## src/rmvo_div.sv

```systemverilog
// Restoring divider of a 64-bit dividend by a 16-bit divisor, one quotient bit per cycle.
`default_nettype none
module rmvo_div (
	input  wire logic        clk,
	input  wire logic        arst_n,
	input  wire logic        start,
	input  wire logic [63:0] dividend,
	input  wire logic [15:0] divisor,
	output logic [63:0]      quotient,
	output logic             done
);

	logic [63:0] quo_q;
	logic [15:0] rem_q;
	logic [15:0] div_q;
	logic [5:0]  step_q;
	logic        run_q;
	logic        done_q;
	logic [16:0] shifted;
	logic        fits;

	assign shifted = {rem_q, quo_q[63]};
	assign fits = shifted >= {1'b0, div_q};

	always_ff @(posedge clk or negedge arst_n) begin
		if (!arst_n) begin
			run_q <= 1'b0;
			done_q <= 1'b0;
			step_q <= '0;
		end else begin
			done_q <= 1'b0;
			if (start) begin
				run_q <= 1'b1;
				step_q <= '0;
			end else if (run_q) begin
				step_q <= step_q + 6'd1;
				if (step_q == 6'd63) begin
					run_q <= 1'b0;
					done_q <= 1'b1;
				end
			end
		end
	end

	always_ff @(posedge clk) begin
		if (start) begin
			quo_q <= dividend;
			rem_q <= '0;
			div_q <= divisor;
		end else if (run_q) begin
			if (fits) begin
				rem_q <= 16'(shifted - {1'b0, div_q});
				quo_q <= {quo_q[62:0], 1'b1};
			end else begin
				rem_q <= shifted[15:0];
				quo_q <= {quo_q[62:0], 1'b0};
			end
		end
	end

	assign quotient = quo_q;
	assign done = done_q;

endmodule
`default_nettype wire

```

## config.mk

```make
export PLATFORM = sky130hd
export DESIGN_NAME = rmvo_div
export DESIGN_NICKNAME = d
export VERILOG_FILES = /design/src/rmvo_div.sv
export SDC_FILE = /design/constraint.sdc
export NUM_CORES = 1
export LEC_CHECK = 0
export BUFFER_PORTS_ARGS = -buffer_cell sky130_fd_sc_hd__buf_2
export CAP_MARGIN = 20
export CORE_MARGIN = 1
export CORE_UTILIZATION = 52
export CTS_CLUSTER_DIAMETER = 100
export DETAILED_ROUTE_END_ITERATION = 6
export PLACE_DENSITY = 0.85
export SYNTH_ARGS = -nofsm -noshare
export SYNTH_HDL_FRONTEND = slang
export SYNTH_SLANG_ARGS = --single-unit
```

## constraint.sdc

```tcl
create_clock -name clk -period 3.43 [get_ports clk]
set_input_delay 0.5145 -clock clk [delete_from_list [all_inputs] [get_ports clk]]
set_output_delay 0.5145 -clock clk [all_outputs]
set_load 0.005 [all_outputs]
```

==> impl_metrics.json <==
{
  "syn_inst": 398,
  "first_global_vias": 3496,
  "gr-usage-met1_pct": 27.3,
  "placed_cell_area_sq_mm": 0.00600,
  "clock_skew_ps": 16.1,
  "grt_pass1_wl_um": 16500,
  "synth_edf_count": 80,
  "critPathKind": "reg -> reg",
  "start_util_pct": 54.6,
  "required_ps": 3710,
  "setup-violations-final": 0,
  "synth_cell_types": 49,
  "ys_ff_latch": 104,
  "path_max_fanout": 21,
  "place.gp.congestion": 0.892,
  "cts_buffer_depth": 2,
  "grt_overflow_total": 0,
  "synth_warnings": 0,
  "first_iter_violations": 197,
  "ir_drop_uv": 336,
  "status": "finished, final reports clean",
  "postLayoutCellArea_sq_mm": 0.00618,
  "hold_path_class": "in -> reg",
  "cts_tree": "done",
  "h-tree-depth": 3,
  "dieArea_sq_mm": 0.0102,
  "rows": 35,
  "clk_latency_ps": 360,
  "synthFlopType": "edfxtp_1",
  "die_w_um": 101,
  "netlist_area_sq_mm": 0.00512,
  "placed_cells": 660,
  "core_area_sq_mm": 0.00937,
  "drc": 0,
  "clk_pin_slew_ps": 100,
  "top_usage_layer": "met2",
  "antenna_left": 0,
  "async_flop_share_pct": 7.69,
  "cp-start-kind": "flip-flop",
  "grt.total_usage_pct": 21.0,
  "vias_per_cell": 5.32,
  "cp.arrival_ps": 3200,
  "drv_cap": 0,
  "ios": 148,
  "timing.setup.tns_ps": 0,
  "cts_num_sinks": 104,
  "syn_to_final_growth_pct": 20.8,
  "final_cell_mix": "buf_2, edfxtp_1, mux2_2, nor2_1, inv_1",
  "worst_pin_slew_ps": 1030,
  "vias": 3594,
  "fin_nets": 644,
  "detailed_place_hpwl_um": 7690,
  "die_h_um": 101,
  "fmax_mhz": 342,
  "antenna_found_initial": 0,
  "postCtsSetupBuffers": 0,
  "wl_per_cell_um": 15.8,
  "use_met3_pct": 3.45,
  "synth_fp_nets": 499,
  "port_buffers": 147,
  "timing.final.crit_share_pct": 85.2,
  "relSlewSlack_pct": 31.6,
  "final_common_cell": "buf_2",
  "min_period_ps": 2920,
  "root_buffer": "clkbuf_8",
  "grtUsageMet2_pct": 34.6,
  "p_leak_nw": 2.72,
  "drive_gt1_share_pct": 43.7,
  "synth.avg_cell_area_sq_um": 12.9,
  "worstSetupEndpointType": "flip-flop",
  "rsz0062_at_grt": "false",
  "grt_max_degree": 41,
  "instances_no_fill": 676,
  "setup_ws_ps": 508,
  "p_per_area_mw_per_mm2": 537,
  "yosysSeqAreaShare_pct": 57.1,
  "utilization_pct": 66.0,
  "cts_buffers": 9,
  "drtPass1Iterations": 4,
  "place_ws_ps": 550,
  "antenna_cells": 0,
  "hold_violations": 0,
  "routed_wl_um": 10700,
  "slew_viol_final": 0
}
==> worst paths after layout <==
path	from	end	slack, ps	cells after the start
max	div_q[10]$_DFFE_PP_	rem_q[0]$_SDFFE_PP0P_	510	9
min	divisor[3]	div_q[3]$_DFFE_PP_	330	1
max reg2reg	div_q[10]$_DFFE_PP_	rem_q[0]$_SDFFE_PP0P_	510	9
min reg2reg	rem_q[6]$_SDFFE_PP0P_	rem_q[6]$_SDFFE_PP0P_	510	2
max in group asynchronous	arst_n	step_q[2]$_DFFE_PN0P_	2730	2
min in group asynchronous	arst_n	done$_DFF_PN0_	530	2
==> per-layer routing <==
| layer | vias up | wire (um) |
|---|---|---|
| li1 | 1760 | - |
| met1 | 1696 | 4660 |
| met2 | 113 | 5330 |
| met3 | 25 | 375 |
| met4 | 0 | 323 |
| met5 | - | 0 |
==> area by class of cell <==
| type | count | area, sq um |
|---|---|---|
| clock inverters | 6 | 50.0 |
| clock buffers | 9 | 124 |
| inverters | 24 | 90.1 |
| flip-flops and latches | 104 | 2920 |
| fillers | 729 | 3190 |
| multi-input cells | 251 | 2020 |
| well taps | 129 | 161 |
| repair buffers | 153 | 811 |
==> worst max-delay path, stage by stage (launching register included) <==
cell	delay, ps
edfxtp_1	340
inv_1	50
ha_1	370
a211oi_1	290
nor2_1	100
nor2_1	150
and4_1	200
o21a_1	800
mux2_4	360
a211oi_2	200
==> sequential cells by signal (all words and copies together) (netlist names) <==
register	flops
div_q	16
rem_q	16
quotient	64
done	1
run_q	1
step_q	6
==> logic make-up (layout without fill, tap and decap cells) <==
logic type      Yosys count  after routing  share of synthesized area, %
mux                      76             76                          16.5
flops                   104            104                          57.1
buf+inv                  43            192                          3.37
compound gates           65             65                          8.58
fa+ha+maj                18             18                          4.55
simple gates             76             76                          7.14
xor+xnor                 16             16                          2.74
==> repair_timing <==
action	4_1_cts	5_1_grt
resized for setup	0	0
hold buffers	1	0
hold endpoints to repair	8	0
==> cell usage after synthesis, drive strengths merged (4+ instances only) <==
library cell  instances  area, sq um
edfxtp               80         2400
mux2                 64          724
nor2                 37          139
inv                  24         90.1
a211oi               17          133
ha                   17          213
dfxtp                16          320
nand2                16         65.1
a21oi                15         75.1
mux2i                12          120
o21ai                12         60.1
clkbuf               11         41.3
xnor2                 9         78.8
buf                   8         41.3
dfrtp                 8          200
xor2                  7         61.3
nand2b                4         25.0
==> power by group <==
part	total [mW]	internal, mW	switching, mW
Clock	0.707	0.271	0.436
Sequential	1.63	1.54	0.0949
Combinational	0.984	0.477	0.507
==> through the flow <==
stage / total power, mW / hold WS, ps
after floorplan: 2.35 / 219
after global placement: 2.59 / 363
after detailed placement: 2.62 / 366
after CTS: 3.34 / 312
after global routing: 3.51 / 306
final: 3.32 / 330
Power figures use the tool's default switching activity.
