**config.mk**
```make
export PLATFORM = sky130hd
export DESIGN_NAME = rmvo_sqrt
export DESIGN_NICKNAME = d
export VERILOG_FILES = /design/src/rmvo_sqrt.sv
export SDC_FILE = /design/constraint.sdc
export NUM_CORES = 1
export LEC_CHECK = 0
export BUFFER_PORTS_ARGS = -buffer_cell sky130_fd_sc_hd__buf_2
export CAP_MARGIN = 15
export CORE_MARGIN = 3
export CORE_UTILIZATION = 52
export DETAILED_ROUTE_END_ITERATION = 10
export PLACE_DENSITY = 0.73
export SETUP_SLACK_MARGIN = 0.1
export SYNTH_ARGS = -nofsm -noshare
export SYNTH_HDL_FRONTEND = slang
export SYNTH_SLANG_ARGS = --single-unit
```
**constraint.sdc**
```tcl
create_clock -name clk -period 4.3 [get_ports clk]
set_clock_uncertainty 0.2 [all_clocks]
set_input_delay 0.645 -clock clk [delete_from_list [all_inputs] [get_ports clk]]
set_output_delay 0.645 -clock clk [all_outputs]
set_load 0.1 [all_outputs]
```
**src/rmvo_sqrt.sv**
```systemverilog
// Digit-by-digit floor square root of a 64-bit value, one root bit per cycle.
`default_nettype none
module rmvo_sqrt (
	input  wire logic        clk,
	input  wire logic        arst_n,
	input  wire logic        start,
	input  wire logic [63:0] radicand,
	output logic [31:0]      root,
	output logic             done
);

	logic [63:0] rad_q;
	logic [33:0] rem_q;
	logic [31:0] root_q;
	logic [4:0]  step_q;
	logic        run_q;
	logic        done_q;
	logic [35:0] shifted;
	logic [35:0] trial;

	assign shifted = {rem_q, rad_q[63:62]};
	assign trial = {2'b00, root_q, 2'b01};

	always_ff @(posedge clk or negedge arst_n) begin
		if (!arst_n) begin
			run_q <= 1'b0;
			done_q <= 1'b0;
			step_q <= '0;
		end else begin
			done_q <= 1'b0;
			if (start) begin
				run_q <= 1'b1;
				step_q <= '0;
			end else if (run_q) begin
				step_q <= step_q + 5'd1;
				if (step_q == 5'd31) begin
					run_q <= 1'b0;
					done_q <= 1'b1;
				end
			end
		end
	end

	always_ff @(posedge clk) begin
		if (start) begin
			rad_q <= radicand;
			rem_q <= '0;
			root_q <= '0;
		end else if (run_q) begin
			rad_q <= {rad_q[61:0], 2'b00};
			if (shifted >= trial) begin
				rem_q <= 34'(shifted - trial);
				root_q <= {root_q[30:0], 1'b1};
			end else begin
				rem_q <= shifted[33:0];
				root_q <= {root_q[30:0], 1'b0};
			end
		end
	end

	assign root = root_q;
	assign done = done_q;

endmodule
`default_nettype wire

```
==> impl_metrics.tcl <==
set metrics [dict create \
    placed_cell_area_um2 8060 \
    tns_ps 0 \
    num_rows 43 \
    r2r_setup_slack_ps 980 \
    critPathMaxStageDelay_ps 500 \
    grt_pass1_wl_um 26100 \
    final_cell_mix "buf_2 (98), nor2_1 (95), dfxtp_1 (66), edfxtp_1 (64), mux2_2 (62)" \
    postCtsSetupBuffers 0 \
    setup_viol_count_final 0 \
    crit_buf_inv 2 \
    initial_utilization_pct 53.4 \
    routabilityCongestion 0.900 \
    grt_usage_pct 20.0 \
    fin_ws_ps 980 \
    synth.distinct_cells 55 \
    cts_resized 0 \
    io_buffers 99 \
    drt_first_pass_iters 4 \
    crit_slowest_cell "a31oi_4" \
    total_power_mw 5.93 \
    leakage_nw 3.83 \
    p_sw_mw 2.23 \
    synth_ff_type "dfxtp_1" \
    worstMarginPinSlew_ps 889 \
    hp-class "reg -> reg" \
    antenna_cells 0 \
    crit_chain "inv_1 -> ha_1 -> a21oi_1 -> o21ai_0 -> or3_1 -> o211ai_2 -> nand3_2 -> a31oi_4 -> buf_4 -> mux2i_1 -> a211oi_1" \
    root_buffer "clkbuf_16" \
    overflow 0 \
    cts.sink_count 137 \
    clk_latency_ps 420 \
    ys_seq_area_share_pct 46.0 \
    synthCells 715 \
    maxSlewViolCount 0 \
    status "finished clean" \
    synth_top_area_share_pct 25.8 \
    synth_xor_area_share_pct 3.77 \
    end_kind "register" \
    synth_mux_area_share_pct 15.7 \
    max_freq_ghz 0.301 \
    netlist_area_um2 7440 \
    clkPwrFrac_pct 25.2 \
    final_layout_size_suffix_gt1_share_pct 26.0 \
    synth_top_area_cell "edfxtp_1" \
    die_h_um 126 \
    coreArea_um2 13900 \
    clk_pin_slew_ps 60 \
    cts_tree "built" \
    maxCapViolCount 0 \
    power_frac_seq_pct 28.7 \
    dp_slack_ps 967 \
    syn_area_per_cell_um2 10.4 \
    grt_pass1_vias 5461 \
    area_growth_pct 16.6 \
    viasPerCell 5.50 \
    die-area_um2 15800 \
    critical_path_class "reg -> reg" \
    drt-total-wl_um 15300 \
    critical_path.max_fanout 22 \
    final_common_cell "buf_2" \
    drtIter0Drc 242 \
    die_x_um 126 \
    synth_compound_area_share_pct 13.1 \
    fin_crit_ps 3320 \
    startpoint_type "register" \
    ir_drop_uv 334 \
    clockBufferDepth 2 \
    synth_edf_count 64 \
    syn-num-nets 818 \
    relSlewSlack_pct 40.7 \
    vias 5499 \
    antenna_found_initial 0 \
    crit_required_ps 4360 \
    io_pins 100 \
    ys_ff_latch 137 \
    finish.instance_area_um2 8670 \
    yosysWarningCount 0 \
    finalHoldViolCount 0 \
    p_comb_share_pct 46.1 \
    async_reset_ff_share_pct 5.11 \
    power.density_nw_per_um2 684 \
    netlist_top_cells_area "edfxtp_1 (26%), dfxtp_1 (18%), mux2_2 (9.4%)" \
    htree_levels 4 \
    wire_per_inst_um 15.3 \
    dp.final_hpwl_um 10600 \
    swShare_pct 37.6 \
    synth_simple_gate_area_share_pct 11.2 \
    p_int_mw 3.70 \
    drcViolationCount 0 \
    cts_inserted_buffers 17 \
    fin_hold_ws_ps 297 \
    fin_crit_sh_pct 77.2 \
    synth_top_family_by_area "multiplexers" \
    ant_nets 0 \
    crit_family "compound AO/OA/AOI/OAI gates" \
    crit_arrival_ps 3380 \
    grt_max_degree 81 \
    final_nets 910 \
    rsz0062_at_grt "no" \
    synth_fa_ha_area_share_pct 6.06 \
    hold_buffers 1 \
]
[cells in the mapped netlist (all sizes together) (12+ instances only)]
library cell	instances
ha	36
nor2	95
dfxtp	66
clkbuf	23
a21oi	39
nand2	32
inv	42
mux2	62
xor2	12
a31oi	12
xnor2	20
a211oi	32
mux2i	47
o21ai	19
edfxtp	64
[sequential cells by signal (all words and copies together), names as in the netlist]
name    cells
step_q      5
root       32
rem_q      34
run_q       1
rad_q      64
done        1
[layer usage]
metal  wire length [µm]  track usage [%]  up-vias
li1                   -                -     2749
met4                174             6.31        0
met1               6900             25.6     2594
met5                  0                0        -
met2               7240             32.0      140
met3                963             6.88       16
[area by class of cell]
cell class                 instances  area, µm²
fill                            1136       5260
multi-input combinational        502       3700
sequential                       137       3420
timing repair buffer             107        561
clock buffer                      18        429
tap                              180        225
clock inverter                    14        173
inverter                          42        158
[cell families after synthesis]
family / after synthesis
compound gates: 140
xor+xnor: 32
fa+ha+maj: 36
buf+inv: 76
flops: 137
mux: 109
simple gates: 185
[worst reg2reg max path, stage by stage, from the launching register on]
cell and delay (ps):
dfxtp_1 360, inv_1 60, ha_1 350, a21oi_1 200
o21ai_0 110, or3_1 370, o211ai_2 210, nand3_2 120
a31oi_4 500, buf_4 350, mux2i_1 240, a211oi_1 90
[metrics by stage]
step / instances / utilization, %
floorplan: 715 / -
global placement: 967 / 57.8
detailed placement: 967 / 57.8
CTS: 1000 / 62.2
global route: 1000 / 62.2
finish: 1000 / 62.2
[worst paths after layout]
check,from,to,depth (start not counted)
setup / recovery,root[5]$_SDFFE_PP0P_,rem_q[19]$_SDFFE_PP0P_,11
hold / removal,rem_q[32]$_SDFFE_PP0P_,rem_q[32]$_SDFFE_PP0P_,2
setup reg to reg,root[5]$_SDFFE_PP0P_,rem_q[19]$_SDFFE_PP0P_,11
hold reg to reg,rem_q[32]$_SDFFE_PP0P_,rem_q[32]$_SDFFE_PP0P_,2
max in group asynchronous,arst_n,run_q$_DFF_PN0_,2
min in group asynchronous,arst_n,run_q$_DFF_PN0_,2
[power groups by stage]
stage | logic (mW) | registers [mW] | clock network [mW]
after floorplan | 2.23 | 1.76 | 0
after global placement | 2.63 | 1.72 | 0
after detailed placement | 2.70 | 1.72 | 0
after CTS | 2.73 | 1.70 | 1.52
after global routing | 3.05 | 1.72 | 1.58
final | 2.73 | 1.70 | 1.50
Power figures use the tool's default switching activity.
